[config.mk]
export PLATFORM = sky130hd
export DESIGN_NAME = request_target_validator
export DESIGN_NICKNAME = d
export VERILOG_FILES = /design/src/design/rtv_pkg.sv /design/src/design/rtv_scan.sv /design/src/design/request_target_validator.sv
export SDC_FILE = /design/constraint.sdc
export NUM_CORES = 1
export LEC_CHECK = 0
export ABC_AREA = 1
export BUFFER_PORTS_ARGS = -buffer_cell sky130_fd_sc_hd__buf_2
export CAP_MARGIN = 25
export CELL_PAD_IN_SITES_DETAIL_PLACEMENT = 0
export CELL_PAD_IN_SITES_GLOBAL_PLACEMENT = 1
export CORE_MARGIN = 5
export CORE_UTILIZATION = 45
export DETAILED_ROUTE_END_ITERATION = 6
export PLACE_DENSITY = 0.92
export SETUP_SLACK_MARGIN = 0.4
export SYNTH_ARGS = -nofsm -noshare
export SYNTH_HDL_FRONTEND = slang
export SYNTH_HIERARCHICAL = 1
export SYNTH_SLANG_ARGS = --single-unit
export TNS_END_PERCENT = 50
[constraint.sdc]
create_clock -name clk_i -period 4 [get_ports clk_i]
set_input_delay 0.2 -clock clk_i [delete_from_list [all_inputs] [get_ports clk_i]]
set_output_delay 0.2 -clock clk_i [all_outputs]
set_load 0.01 [all_outputs]
[src/design/rtv_pkg.sv]
// Shared types, byte constants and helper functions of the request target validator.
// No dependencies; the scan unit and the top level use it by scoped names.
package rtv_pkg;

  localparam int unsigned ByteW   = 8;
  localparam int unsigned NibW    = 4;
  localparam int unsigned StatusW = 4;
  localparam int unsigned ClassW  = 2;
  localparam int unsigned LimitW  = 16;
  localparam int unsigned SegLenW = 2;

  localparam logic [LimitW-1:0] LimitReset = 16'd8192;

  localparam logic [ByteW-1:0] ChNonAscii  = 8'h80;
  localparam logic [ByteW-1:0] ChFirstVis  = 8'h21;
  localparam logic [ByteW-1:0] ChDel       = 8'h7f;
  localparam logic [ByteW-1:0] ChSlash     = 8'h2f;
  localparam logic [ByteW-1:0] ChBackslash = 8'h5c;
  localparam logic [ByteW-1:0] ChHash      = 8'h23;
  localparam logic [ByteW-1:0] ChPercent   = 8'h25;
  localparam logic [ByteW-1:0] ChQuestion  = 8'h3f;
  localparam logic [ByteW-1:0] ChDot       = 8'h2e;

  typedef enum logic [StatusW-1:0] {
    StOk           = 4'd0,
    StTooLong      = 4'd1,
    StNotOrigin    = 4'd2,
    StBadByte      = 4'd3,
    StBackslash    = 4'd4,
    StBadEscape    = 4'd5,
    StEncodedSlash = 4'd6,
    StDotSegment   = 4'd7,
    StEncodedDot   = 4'd8
  } status_e;

  typedef enum logic [ClassW-1:0] {
    ClsAccepted = 2'd0,
    ClsInvalid  = 2'd1,
    ClsResource = 2'd2
  } err_class_e;

  typedef enum logic [1:0] {
    FbeNone    = 2'd0,
    FbeControl = 2'd1,
    FbeSpecial = 2'd2
  } byte_err_e;

  typedef enum logic [1:0] {
    EscIdle = 2'd0,
    EscHigh = 2'd1,
    EscLow  = 2'd2
  } esc_phase_e;

  typedef enum logic [1:0] {
    DotNone = 2'd0,
    DotRaw  = 2'd1,
    DotEnc  = 2'd2
  } dot_err_e;

  typedef struct packed {
    logic            valid;
    logic [NibW-1:0] value;
  } nibble_t;

  typedef struct packed {
    logic       fire;
    status_e    status;
    err_class_e err_class;
  } result_t;

  function automatic nibble_t hex_nibble(logic [ByteW-1:0] b);
    nibble_t n;
    n.valid = 1'b1;
    n.value = '0;
    if (b >= 8'h30 && b <= 8'h39) begin
      n.value = NibW'(b - 8'h30);
    end else if (b >= 8'h61 && b <= 8'h66) begin
      n.value = NibW'(b - 8'h57);
    end else if (b >= 8'h41 && b <= 8'h46) begin
      n.value = NibW'(b - 8'h37);
    end else begin
      n.valid = 1'b0;
    end
    return n;
  endfunction

  function automatic err_class_e class_of(status_e s);
    err_class_e c;
    unique case (s)
      StOk:      c = ClsAccepted;
      StTooLong: c = ClsResource;
      default:   c = ClsInvalid;
    endcase
    return c;
  endfunction

endpackage

[src/design/rtv_scan.sv]
// Per-target scan state and its one-byte update, with the final status check.
// Depends on rtv_pkg.
module rtv_scan #(
  parameter int unsigned COUNT_WIDTH = 17
) (
  input  logic                        clk_i,
  input  logic                        rst_ni,
  input  logic                        step_i,
  input  logic [rtv_pkg::ByteW-1:0]   text_byte_i,
  input  logic                        end_of_target_i,
  input  logic                        empty_target_i,
  input  logic [rtv_pkg::LimitW-1:0]  max_target_bytes_i,
  output rtv_pkg::result_t            result_o
);

  localparam int unsigned CmpW = (COUNT_WIDTH > rtv_pkg::LimitW) ? COUNT_WIDTH : rtv_pkg::LimitW;

  logic [COUNT_WIDTH-1:0]      count_q, count_d;
  logic                        origin_bad_q, origin_bad_d;
  rtv_pkg::byte_err_e          fbe_q, fbe_d;
  logic                        esc_bad_q, esc_bad_d;
  rtv_pkg::esc_phase_e         phase_q, phase_d;
  logic [rtv_pkg::NibW-1:0]    high_q, high_d;
  logic                        in_query_q, in_query_d;
  logic                        enc_slash_q, enc_slash_d;
  logic [rtv_pkg::SegLenW-1:0] seg_len_q, seg_len_d;
  logic                        seg_dots_q, seg_dots_d;
  logic                        seg_esc_q, seg_esc_d;
  rtv_pkg::dot_err_e           dot_err_q, dot_err_d;

  always_comb begin
    rtv_pkg::nibble_t         nib;
    logic [rtv_pkg::ByteW-1:0] dec;
    logic                     plain;
    logic                     finish;
    rtv_pkg::status_e         st;

    count_d     = count_q;
    origin_bad_d = origin_bad_q;
    fbe_d       = fbe_q;
    esc_bad_d   = esc_bad_q;
    phase_d     = phase_q;
    high_d      = high_q;
    in_query_d  = in_query_q;
    enc_slash_d = enc_slash_q;
    seg_len_d   = seg_len_q;
    seg_dots_d  = seg_dots_q;
    seg_esc_d   = seg_esc_q;
    dot_err_d   = dot_err_q;
    nib         = rtv_pkg::hex_nibble(text_byte_i);
    dec         = {high_q, nib.value};
    plain       = 1'b0;
    finish      = end_of_target_i || empty_target_i;
    st          = rtv_pkg::StOk;

    if (!empty_target_i) begin
      if (count_q == '0 && text_byte_i != rtv_pkg::ChSlash) begin
        origin_bad_d = 1'b1;
      end
      if (count_q != '1) begin
        count_d = count_q + COUNT_WIDTH'(1);
      end
      if (fbe_q == rtv_pkg::FbeNone) begin
        if (text_byte_i >= rtv_pkg::ChNonAscii || text_byte_i < rtv_pkg::ChFirstVis ||
            text_byte_i == rtv_pkg::ChDel) begin
          fbe_d = rtv_pkg::FbeControl;
        end else if (text_byte_i == rtv_pkg::ChBackslash || text_byte_i == rtv_pkg::ChHash) begin
          fbe_d = rtv_pkg::FbeSpecial;
        end
      end

      if (phase_q == rtv_pkg::EscIdle) begin
        plain = 1'b1;
      end else if (nib.valid && phase_q == rtv_pkg::EscHigh) begin
        high_d  = nib.value;
        phase_d = rtv_pkg::EscLow;
      end else if (nib.valid) begin
        phase_d = rtv_pkg::EscIdle;
        if (!in_query_q) begin
          if (dec == rtv_pkg::ChSlash || dec == rtv_pkg::ChBackslash) begin
            enc_slash_d = 1'b1;
          end
          if (seg_len_q != '1) begin
            seg_len_d = seg_len_q + rtv_pkg::SegLenW'(1);
          end
          if (dec != rtv_pkg::ChDot) begin
            seg_dots_d = 1'b0;
          end
          seg_esc_d = 1'b1;
        end
      end else begin
        esc_bad_d = 1'b1;
        phase_d   = rtv_pkg::EscIdle;
        plain     = 1'b1;
      end

      if (plain) begin
        if (text_byte_i == rtv_pkg::ChPercent) begin
          phase_d = rtv_pkg::EscHigh;
        end else if (!in_query_q) begin
          if (text_byte_i == rtv_pkg::ChSlash || text_byte_i == rtv_pkg::ChQuestion) begin
            if (dot_err_d == rtv_pkg::DotNone && seg_dots_d && seg_len_d != '0 &&
                seg_len_d != '1) begin
              dot_err_d = seg_esc_d ? rtv_pkg::DotEnc : rtv_pkg::DotRaw;
            end
            seg_len_d  = '0;
            seg_dots_d = 1'b1;
            seg_esc_d  = 1'b0;
            if (text_byte_i == rtv_pkg::ChQuestion) begin
              in_query_d = 1'b1;
            end
          end else begin
            if (seg_len_q != '1) begin
              seg_len_d = seg_len_q + rtv_pkg::SegLenW'(1);
            end
            if (text_byte_i != rtv_pkg::ChDot) begin
              seg_dots_d = 1'b0;
            end
          end
        end
      end
    end

    if (finish) begin
      if (phase_d != rtv_pkg::EscIdle) begin
        esc_bad_d = 1'b1;
      end
      if (!in_query_d && dot_err_d == rtv_pkg::DotNone && seg_dots_d && seg_len_d != '0 &&
          seg_len_d != '1) begin
        dot_err_d = seg_esc_d ? rtv_pkg::DotEnc : rtv_pkg::DotRaw;
      end

      if (CmpW'(count_d) > CmpW'(max_target_bytes_i)) begin
        st = rtv_pkg::StTooLong;
      end else if (count_d == '0 || origin_bad_d) begin
        st = rtv_pkg::StNotOrigin;
      end else if (fbe_d == rtv_pkg::FbeControl) begin
        st = rtv_pkg::StBadByte;
      end else if (fbe_d == rtv_pkg::FbeSpecial) begin
        st = rtv_pkg::StBackslash;
      end else if (esc_bad_d) begin
        st = rtv_pkg::StBadEscape;
      end else if (enc_slash_d) begin
        st = rtv_pkg::StEncodedSlash;
      end else if (dot_err_d == rtv_pkg::DotRaw) begin
        st = rtv_pkg::StDotSegment;
      end else if (dot_err_d == rtv_pkg::DotEnc) begin
        st = rtv_pkg::StEncodedDot;
      end

      count_d      = '0;
      origin_bad_d = 1'b0;
      fbe_d        = rtv_pkg::FbeNone;
      esc_bad_d    = 1'b0;
      phase_d      = rtv_pkg::EscIdle;
      high_d       = '0;
      in_query_d   = 1'b0;
      enc_slash_d  = 1'b0;
      seg_len_d    = '0;
      seg_dots_d   = 1'b1;
      seg_esc_d    = 1'b0;
      dot_err_d    = rtv_pkg::DotNone;
    end

    result_o.fire      = step_i && finish;
    result_o.status    = st;
    result_o.err_class = rtv_pkg::class_of(st);
  end

  always_ff @(posedge clk_i or negedge rst_ni) begin
    if (!rst_ni) begin
      count_q      <= '0;
      origin_bad_q <= 1'b0;
      fbe_q        <= rtv_pkg::FbeNone;
      esc_bad_q    <= 1'b0;
      phase_q      <= rtv_pkg::EscIdle;
      high_q       <= '0;
      in_query_q   <= 1'b0;
      enc_slash_q  <= 1'b0;
      seg_len_q    <= '0;
      seg_dots_q   <= 1'b1;
      seg_esc_q    <= 1'b0;
      dot_err_q    <= rtv_pkg::DotNone;
    end else if (step_i) begin
      count_q      <= count_d;
      origin_bad_q <= origin_bad_d;
      fbe_q        <= fbe_d;
      esc_bad_q    <= esc_bad_d;
      phase_q      <= phase_d;
      high_q       <= high_d;
      in_query_q   <= in_query_d;
      enc_slash_q  <= enc_slash_d;
      seg_len_q    <= seg_len_d;
      seg_dots_q   <= seg_dots_d;
      seg_esc_q    <= seg_esc_d;
      dot_err_q    <= dot_err_d;
    end
  end

endmodule

[src/design/request_target_validator.sv]
// Top level of the request target validator: input register, limit register and result register.
// Depends on rtv_pkg and rtv_scan.
//
//   Channel   Signals                                        Direction
//   request   in_valid_i / in_ready_o, text_byte_i,          in
//             end_of_target_i, empty_target_i
//   result    out_valid_o / out_ready_i, status_o,           out
//             error_class_o
//   config    cfg_we_i, cfg_wdata_i (max_target_bytes)       in
//
// One request is taken per cycle while in_ready_o is high; a target's scan result sets out_valid_o.
// The scan state advances once per cycle when the input register holds a request and the result
// register is free or being emptied. Reset clears all valid flags and scan state and sets the
// limit to 8192; a stalled result holds the input register and in turn in_ready_o.
module request_target_validator #(
  parameter int unsigned COUNT_WIDTH = 17
) (
  input  logic                              clk_i,
  input  logic                              rst_ni,
  input  logic                              in_valid_i,
  output logic                              in_ready_o,
  input  logic [rtv_pkg::ByteW-1:0]         text_byte_i,
  input  logic                              end_of_target_i,
  input  logic                              empty_target_i,
  output logic                              out_valid_o,
  input  logic                              out_ready_i,
  output logic [rtv_pkg::StatusW-1:0]       status_o,
  output logic [rtv_pkg::ClassW-1:0]        error_class_o,
  input  logic                              cfg_we_i,
  input  logic [rtv_pkg::LimitW-1:0]        cfg_wdata_i
);

  logic                             in_valid_q;
  logic [rtv_pkg::ByteW-1:0]        byte_q;
  logic                             end_q;
  logic                             empty_q;
  logic [rtv_pkg::LimitW-1:0]       limit_q;
  logic                             out_valid_q, out_valid_d;
  rtv_pkg::status_e                 status_q;
  rtv_pkg::err_class_e              class_q;
  logic                             advance;
  rtv_pkg::result_t                 result;

  assign advance    = in_valid_q && (!out_valid_q || out_ready_i);
  assign in_ready_o = !in_valid_q || advance;

  rtv_scan #(
    .COUNT_WIDTH(COUNT_WIDTH)
  ) u_scan (
    .clk_i              (clk_i),
    .rst_ni             (rst_ni),
    .step_i             (advance),
    .text_byte_i        (byte_q),
    .end_of_target_i    (end_q),
    .empty_target_i     (empty_q),
    .max_target_bytes_i (limit_q),
    .result_o           (result)
  );

  always_comb begin
    out_valid_d = out_valid_q;
    if (result.fire) begin
      out_valid_d = 1'b1;
    end else if (out_ready_i) begin
      out_valid_d = 1'b0;
    end
  end

  always_ff @(posedge clk_i or negedge rst_ni) begin
    if (!rst_ni) begin
      in_valid_q  <= 1'b0;
      out_valid_q <= 1'b0;
      limit_q     <= rtv_pkg::LimitReset;
    end else begin
      if (in_ready_o) begin
        in_valid_q <= in_valid_i;
      end
      out_valid_q <= out_valid_d;
      if (cfg_we_i) begin
        limit_q <= cfg_wdata_i;
      end
    end
  end

  always_ff @(posedge clk_i) begin
    if (in_ready_o && in_valid_i) begin
      byte_q  <= text_byte_i;
      end_q   <= end_of_target_i;
      empty_q <= empty_target_i;
    end
    if (result.fire) begin
      status_q <= result.status;
      class_q  <= result.err_class;
    end
  end

  assign out_valid_o   = out_valid_q;
  assign status_o      = status_q;
  assign error_class_o = class_q;

endmodule

==> flow_summary.json, run 1 <==
{
  "final_antenna_net_count": 0,
  "synth_simple_gate_area_share_pct": 27.9,
  "finalClockSkew_ps": 8.15,
  "fin_setup_tns_ps": 0,
  "root_buffer": "clkbuf_8",
  "clkTransAtPathRegs_ps": 80,
  "synth_seq_cells": 69,
  "crit_top_cell": "nor2_1",
  "numCtsBuffers": 9,
  "vdd_drop_max_uv": 297,
  "wl_um": 11900,
  "synthCells": 603,
  "grt_pass1_vias": 3923,
  "grt_max_degree": 54,
  "synth_warnings": 6,
  "routed_via_density": 5.28,
  "synthFlopType": "dfrtp_1",
  "reg2reg_depth": 24,
  "final_cells": 805,
  "synth_nets": 660,
  "maxCapViolCount": 0,
  "max_freq_mhz": 281,
  "synth_area_um2": 4650,
  "rsz0062_at_grt": "true",
  "period_needed_ps": 3550,
  "dp.cells": 767,
  "post-route-period-util_pct": 88.9,
  "synth_top_family_by_area": "simple AND/OR/NAND/NOR gates",
  "cts_tree": "built",
  "start_util_pct": 45.7,
  "synth-edff-count": 16,
  "yosysUniqueCellTypes": 41,
  "fin_nets": 721,
  "vias": 4249,
  "synthArstFlopShare_pct": 76.8,
  "ios": 39,
  "wire_per_inst_um": 14.8,
  "powerDensity_nw_per_um2": 346,
  "rows": 37,
  "n_antenna_cell": 0,
  "worstPathRequired_ps": 4120,
  "end_kind": "flop",
  "whs_ps": 21.5,
  "p_leak_nw": 2.80,
  "route.detailed.drc": 0,
  "hold_path.class": "primary input to flop",
  "crit_path_max_incr_delay_ps": 450,
  "drv_slew": 0,
  "die_area_um2": 12500,
  "synth_fa_ha_area_share_pct": 6.99,
  "htreeDepth": 3,
  "clk_latency_ps": 350,
  "status": "finished, final reports clean",
  "slew_headroom_pct": 31.4,
  "synth-xor-area-share_pct": 2.82,
  "dieHeight_um": 112,
  "syn_avg_cell_area_um2": 7.72,
  "synthMuxAreaShare_pct": 0,
  "fillers": 921,
  "dr.first_iter.drc_count": 321,
  "drt_first_pass_iters": 5,
  "cts_buffer_depth": 2,
  "numClockSinks": 69,
  "worst_slack_ps": 446,
  "finalHoldViolCount": 0,
  "antenna_found_initial": 0,
  "port-buffer-count": 38,
  "grt_use_total_pct": 17.8,
  "dieWidth_um": 112,
  "syn2layout_area_growth_pct": 22.1,
  "core_area_um2": 10200,
  "cpMaxStageDelayCell": "dfrtp_1",
  "gr-total-overflow": 0,
  "crit_arrival_ps": 3670,
  "crit_path_max_fanout": 6,
  "cp-start-kind": "flop",
  "path_cells": "ha_4 > nand3_4 > inv_4 > nand2_4 > nor3b_4 > nand2_4 > nand3_1 > o21ai_2 > inv_2 > ha_4 > a21oi_1 > nor2_1 > nor2_1 > nand4_1 > nand2_1 > a21oi_2 > o32ai_2 > nand3_1 > nor2_1 > nand2_1 > nor3_4 > a21oi_2 > nand2_2 > nor2_2",
  "drive_above_1_share_pct": 26.9,
  "final_util_pct": 55.8,
  "dpl_worst_slack_ps": 346,
  "dp_hpwl_um": 8030,
  "min_path_cells": 1,
  "tightest_slew_ps": 1030,
  "ys_seq_area_share_pct": 38.9,
  "rrSetupSlack_ps": 450,
  "grt_pass1_wl_um": 18300,
  "place_congestion": 0.956,
  "setup_viol": 0,
  "path_class": "flop to flop",
  "synth_compound_area_share_pct": 11.6
}
[what timing repair did]
item,in CTS,in global routing
gates resized for setup,3,72
endpoints found under the hold margin,15,3
hold buffers,3,3
pin swaps,3,26
setup buffers,4,10
setup endpoints to repair,1,4
cloned,0,2
[final timing paths]
check | to | from
worst max-delay path | error_class_o[1] | u_scan/count_q[0]
worst min-delay path | byte_q[1] | text_byte_i[1]
worst max register to register | error_class_o[1] | u_scan/count_q[0]
worst min register to register | limit_q[13] | limit_q[13]
max in group asynchronous | u_scan/count_q[10] | rst_ni
min in group asynchronous | limit_q[4] | rst_ni
[through the flow]
stage	total power [mW]	cell area, um2
global route	2.08	5680
CTS	1.89	5230
finish	1.97	5680
global placement	1.28	4960
floorplan	1.17	4650
detailed placement	1.29	4960
[critical path, delay by kind of cell (launching register included)]
kind                       cells  cell delay, ps
AOI/OAI and AO/OA              5             500
adders and majority gates      2             390
buffers and inverters          2             160
DFF                            1             450
and+or+nand+nor               15            1810
[placed cells by master, fill, tap and decap left out, drive strengths merged, types with 2 or more instances in the layout]
master	count
inv	124
ha	26
nor4	2
dfrtp	51
xor2	14
o22ai	22
nand3b	3
buf	56
clkbuf	10
nand4	20
clkinvlp	3
nand2	131
dlygate4sd3	6
o21ai	40
edfxtp	16
a211oi	8
a21oi	8
nand3	53
clkinv	3
nor2	48
dfstp	2
o31ai	2
nor3	10
[sequential cells by signal, summed over array words and instances, names as in the netlist, 2 cells and up]
signal	cells
byte_q	8
error_class_o	2
limit_q	16
status_o	4
u_scan/count_q	17
u_scan/dot_err_q	2
u_scan/fbe_q	2
u_scan/high_q	4
u_scan/phase_q	2
u_scan/seg_len_q	2
[cell type report]
cell class,instances,area [um2],area share (%)
clock buffer,10,128,2.25
clock inverter,6,72.6,1.28
inverter,124,472,8.30
multi-input combinational,397,2630,46.2
sequential,69,1810,31.9
tap,136,170,2.99
timing repair buffer,62,393,6.91
timing repair inverter,1,7.51,0.132
[cell usage after synthesis, types with 2 or more instances]
library cell	instances	area (um2)
inv_2	8	30.0
nand3_1	48	240
inv_1	116	435
xor2_1	14	123
dfrtp_1	51	1280
o21ai_2	5	43.8
nand3b_1	3	22.5
o21ai_0	29	145
a21oi_1	7	35.0
nor4_1	2	12.5
ha_1	26	325
nand3_2	5	50.1
edfxtp_1	16	480
nor2_4	2	22.5
dfstp_2	2	52.6
nand2_4	4	45.0
o22ai_1	22	138
nand2_2	16	100
nor3_1	9	45.0
nand2_1	110	413
buf_6	4	45.0
nor2_1	41	154
o31ai_1	2	15.0
nand4_1	19	119
o21ai_1	6	30.0
clkbuf_1	10	37.5
a211oi_1	8	60.1
nor2_2	5	31.3
[metal layers]
layer,track usage (%),up-vias,share of wire [%]
met5,0,-,0
met2,27.8,145,46
met1,25.4,2002,46
met3,2.12,15,5.9
met4,6.49,0,1.5
li1,-,2087,-
[cells by family (layout without fill, tap and decap cells)]
kind of cell / count (synthesis) / in the layout
AND/OR/NAND/NOR: 267 / 268
buffers and inverters: 138 / 203
AO/OA/AOI/OAI: 88 / 88
flip-flops: 69 / 69
adder cells (fa/ha/maj): 26 / 26
XOR/XNOR: 15 / 15
[where the power goes]
| group | switching [mW] | leakage (nW) | internal, mW | total [mW] |
|---|---|---|---|---|
| Clock | 0.289 | 0.0971 | 0.293 | 0.583 |
| Combinational | 0.341 | 1.86 | 0.212 | 0.552 |
| Sequential | 0.0460 | 0.846 | 0.786 | 0.832 |
Power figures use the tool's default switching activity.
==> run 2: changes to the inputs <==
- CORE_MARGIN: 5 -> default
- clock period: 4 -> 3.4 ns (I/O delays scaled with it)
==> flow_summary.json, run 2 (synthesis results as in run 1) <==
{
  "status": "finished, final reports clean",
  "dieWidth_um": 104,
  "period_needed_ps": 3380,
  "top_register": "u_scan/count_q",
  "path_class": "flop to flop",
  "setup_viol": 0,
  "die_area_um2": 10800,
  "power.switching_mw": 0.829,
  "slew_headroom_pct": 51.4,
  "crit_path_max_fanout": 6,
  "gr-total-overflow": 0,
  "antenna_found_initial": 0,
  "root_buffer": "clkbuf_8",
  "vias": 4420,
  "cp-start-kind": "flop",
  "rows": 36,
  "dr.first_iter.drc_count": 407,
  "drv_slew": 0,
  "grt_pass1_wl_um": 20200,
  "dieHeight_um": 104,
  "cts_tree": "built",
  "wire_per_inst_um": 15.1,
  "fin_nets": 738,
  "drt_first_pass_iters": 5,
  "route.detailed.drc": 0,
  "fin_setup_tns_ps": 0,
  "final_antenna_net_count": 0,
  "powerDensity_nw_per_um2": 403,
  "hold_path.class": "primary input to flop",
  "reg_top3": "u_scan/count_q (17), limit_q (16), byte_q (8)",
  "port-buffer-count": 38,
  "finalClockSkew_ps": 10.1,
  "htreeDepth": 3,
  "largest_register_ffs": 17,
  "maxCapViolCount": 0,
  "finalHoldViolCount": 0,
  "cpMaxStageDelayCell": "dfrtp_1",
  "grt_max_degree": 33,
  "numClockSinks": 69,
  "n_antenna_cell": 0,
  "numCtsBuffers": 9,
  "rsz0062_at_grt": "true",
  "routed_via_density": 5.40,
  "p_int_mw": 1.55,
  "dp_hpwl_um": 8170,
  "crit_top_cell": "buf_4",
  "switching_share_pct": 34.9,
  "worstPathRequired_ps": 3520,
  "drive_above_1_share_pct": 29.7,
  "cp_top_family": "simple AND/OR/NAND/NOR gates",
  "grt_use_total_pct": 23.4,
  "path_cells": "ha_4 > nand3_4 > inv_4 > nand2_4 > nor3b_4 > nand2_4 > buf_6 > nand3_1 > nand2_1 > inv_1 > ha_1 > nand4_1 > buf_4 > o32ai_2 > nand3_1 > buf_4 > buf_4 > inv_1 > nand2_2 > nand2_2 > nor2_2",
  "max_freq_mhz": 296,
  "final_util_pct": 59.5,
  "p_leak_nw": 2.90,
  "start_util_pct": 47.0,
  "final_cell_mix": "inv_1, nand2_1, dfrtp_1",
  "cts_buffer_depth": 2,
  "cp.buffers_inverters": 7,
  "p_comb_share_pct": 30.1,
  "crit_path_max_incr_delay_ps": 410,
  "end_kind": "flop",
  "wl_um": 12400,
  "ios": 39,
  "crit_arrival_ps": 3500,
  "vdd_drop_max_uv": 345,
  "place_congestion": 0.871,
  "whs_ps": 17.5,
  "clkTransAtPathRegs_ps": 80,
  "pwr-share-clk_pct": 28.8,
  "grt_pass1_vias": 4212,
  "syn2layout_area_growth_pct": 26.7,
  "p_seq_share_pct": 41.0,
  "core_area_um2": 9910,
  "mostFrequentLayoutCell": "inv_1",
  "post-route-period-util_pct": 99.4,
  "tightest_slew_ps": 728,
  "clk_latency_ps": 360
}
[run 2: power groups by stage]
stage | clock network [mW] | logic [mW] | registers (mW)
after floorplan | 0 | 0.391 | 0.983
after global placement | 0 | 0.541 | 0.985
after detailed placement | 0 | 0.555 | 0.986
after CTS | 0.699 | 0.659 | 0.973
after global routing | 0.725 | 0.787 | 0.983
final | 0.686 | 0.717 | 0.975
[run 2: stage by stage]
step / cell area, um2 / worst slack, ps / power [mW] / instances
floorplan: 4670 / 322 / 1.37 / 603
detailed placement: 5040 / -105 / 1.54 / 773
finish: 5900 / 19.9 / 2.38 / 819
global placement: 5040 / 15.9 / 1.53 / 773
global route: 5900 / -137 / 2.49 / 819
CTS: 5770 / 166 / 2.33 / 816
[run 2: worst paths after layout]
check / start / end / slack (ps) / depth (start not counted)
max in group asynchronous: rst_ni / u_scan/seg_dots_q / 2140 / 3
min in group asynchronous: rst_ni / limit_q[15] / 400 / 2
max: u_scan/count_q[1] / error_class_o[1] / 20 / 21
min reg2reg: limit_q[13] / limit_q[13] / 510 / 2
max reg2reg: u_scan/count_q[1] / error_class_o[1] / 20 / 21
min: cfg_wdata_i[7] / limit_q[7] / 20 / 3
[run 2: final cells by class]
type	count	area (um2)
Tap cell	133	166
Multi-Input combinational cell	397	2710
Clock inverter	7	75.1
Fill cell	879	4010
Sequential cell	69	1810
Clock buffer	9	124
Inverter	124	468
Timing Repair Buffer	80	541
[run 2: worst register-to-register path, cell delays in order, from the launching register on]
cell     delay [ps]
dfrtp_1         410
ha_4            170
nand3_4         110
inv_4            90
nand2_4          50
nor3b_4         250
nand2_4         140
buf_6           150
nand3_1          70
nand2_1         110
inv_1           110
ha_1            140
nand4_1         130
buf_4           180
o32ai_2         350
nand3_1         150
buf_4           180
buf_4           130
inv_1            60
nand2_2          70
nand2_2          90
nor2_2           40
[run 2: what timing repair did]
action / in CTS / in global routing
setup endpoints to repair: 6 / 6
hold buffers: 11 / 0
pin swaps: 28 / 18
gates resized for setup: 63 / 21
endpoints found under the hold margin: 37 / 0
buffers inserted: 15 / 3
gates cloned: 1 / 0
[run 2: per-layer routing]
layer,wire length [um],vias up,GRT usage [%]
met5,0,-,0
met4,301,0,10.2
met3,687,36,3.34
met2,5750,175,37.0
met1,5660,2082,32.1
li1,-,2127,-
==> run 3: changes to the inputs <==
- CORE_UTILIZATION: 45 -> 40
- PLACE_DENSITY: 0.92 -> 0.84
- TNS_END_PERCENT: 50 -> 1
==> flow_summary.json, run 3 (synthesis results as in run 1) <==
{
  "slew_headroom_pct": 47.9,
  "gr-total-overflow": 0,
  "vias": 4290,
  "die_area_um2": 12100,
  "crit_path_max_fanout": 7,
  "end_kind": "flop",
  "top_register": "u_scan/count_q",
  "path_class": "flop to flop",
  "setup_viol": 0,
  "hold_path.class": "primary input to flop",
  "worstPathRequired_ps": 3490,
  "grt_use_total_pct": 20.2,
  "multi_input_area_um2": 2690,
  "finalClockSkew_ps": 8.32,
  "clk_latency_ps": 330,
  "numCtsBuffers": 9,
  "dp.cells": 784,
  "ios": 39,
  "antenna_found_initial": 0,
  "met2_wirelength_um": 5330,
  "fillers": 996,
  "met3_wirelength_um": 627,
  "reg_top3": "u_scan/count_q (17), limit_q (16), byte_q (8)",
  "final_antenna_net_count": 0,
  "cts_tree": "built",
  "fin_nets": 723,
  "wl_met1_um": 5510,
  "dieWidth_um": 110,
  "p_leak_nw": 2.90,
  "grt_max_degree": 33,
  "grt_pass1_wl_um": 18800,
  "dieHeight_um": 110,
  "root_buffer": "clkbuf_16",
  "drv_slew": 0,
  "drive_above_1_share_pct": 30.0,
  "routed.top_layer": "met4",
  "rows": 39,
  "syn2layout_area_growth_pct": 26.1,
  "cp-start-kind": "flop",
  "final_cell_mix": "inv_1, nand2_1, dfrtp_1",
  "dp_hpwl_um": 8000,
  "cts_buffer_depth": 2,
  "port-buffer-count": 38,
  "vdd_drop_max_uv": 322,
  "mostFrequentLayoutCell": "inv_1",
  "max_freq_mhz": 301,
  "routed_via_density": 5.27,
  "wire_per_inst_um": 14.5,
  "maxCapViolCount": 0,
  "route.detailed.drc": 0,
  "rrSetupSlack_ps": 80,
  "whs_ps": 13.8,
  "status": "finished, final reports clean",
  "dr.first_iter.drc_count": 359,
  "start_util_pct": 40.9,
  "numClockSinks": 69,
  "htreeDepth": 3,
  "crit_arrival_ps": 3410,
  "powerDensity_nw_per_um2": 451,
  "seqCellArea_um2": 1810,
  "tightest_slew_ps": 781,
  "largest_register_ffs": 17,
  "core_area_um2": 11400,
  "wl_um": 11800,
  "post-route-period-util_pct": 97.8,
  "period_needed_ps": 3320,
  "n_antenna_cell": 0,
  "place_congestion": 0.926,
  "grt_pass1_vias": 4033,
  "clkTransAtPathRegs_ps": 60,
  "final_cells": 814,
  "finalHoldViolCount": 0,
  "rsz0062_at_grt": "true",
  "drt_first_pass_iters": 6
}
-- run 3: cell count changes in the layout (fill, tap and decap cells not counted), moves of 3 or more --
cell	delta
buf_4	-4
dlygate4sd3_1	-10
ha_4	-3
clkbuf_16	+9
clkbuf_8	-9
ha_1	+3
-- run 3: worst max-delay path, stage by stage, from the launching register on --
cell and delay [ps]:
dfrtp_1 440, ha_4 180, nand3_4 100, inv_4 90, nand2_4 50, nor3b_4 250
nand2_4 150, nand3_2 120, o21ai_2 70, inv_2 80, ha_4 200, a21oi_2 130
nor2_1 50, nor2_1 110, nand4_1 110, nand2_1 80, a21oi_2 50, o32ai_2 140
nand3_2 150, buf_4 170, buf_4 120, inv_1 50, nand2_2 70, nand2_2 70
nor2_2 30
-- run 3: worst paths after layout --
check | start | depth (start not counted) | end
max | u_scan/count_q[1] | 24 | error_class_o[1]
min | text_byte_i[0] | 1 | byte_q[0]
max reg2reg | u_scan/count_q[1] | 24 | error_class_o[1]
min reg2reg | limit_q[13] | 2 | limit_q[13]
max in group asynchronous | rst_ni | 3 | limit_q[13]
min in group asynchronous | rst_ni | 2 | u_scan/seg_len_q[1]
-- run 3: metrics by stage --
stage | setup slack (ps) | area, um2 | total power, mW | TNS (ps) | utilization [%]
2_1_floorplan | 322 | 4670 | 1.37 | 0 | -
3_3_place_gp | -3.84 | 5060 | 1.54 | -3.84 | 44.5
3_5_place_dp | -94.5 | 5060 | 1.54 | -94.5 | 44.5
4_1_cts | 20.2 | 5720 | 2.61 | 0 | 50.3
5_1_grt | -93.9 | 5870 | 2.78 | -188 | 51.6
6_report | 75.5 | 5870 | 2.65 | 0 | 51.6
-- run 3: per-layer routing --
layer	vias up	track usage [%]
met5	-	0
met4	0	7.90
met3	33	3.73
met2	146	30.2
met1	2008	28.8
li1	2103	-
-- run 3: timing repair --
item / in CTS / in global routing
pin swaps: 27 / 21
hold endpoints to repair: 28 / 0
gates cloned: 1 / 0
setup buffers: 10 / 2
gates resized for setup: 50 / 35
setup endpoints to repair: 6 / 6
hold buffers: 1 / 0
-- run 3: where the power goes --
part           total (mW)  switching, mW  internal [mW]
Combinational       0.673          0.411          0.263
Clock                1.00          0.362          0.638
Sequential          0.976         0.0491          0.927
-- run 3: final cells by class --
type                            instances  area share [%]
Multi-Input combinational cell        397            45.9
Sequential cell                        69            30.9
Inverter                              124            7.97
Timing Repair Buffer                   65            6.80
Clock buffer                            9            3.84
Tap cell                              143            3.05
Clock inverter                          7            1.54
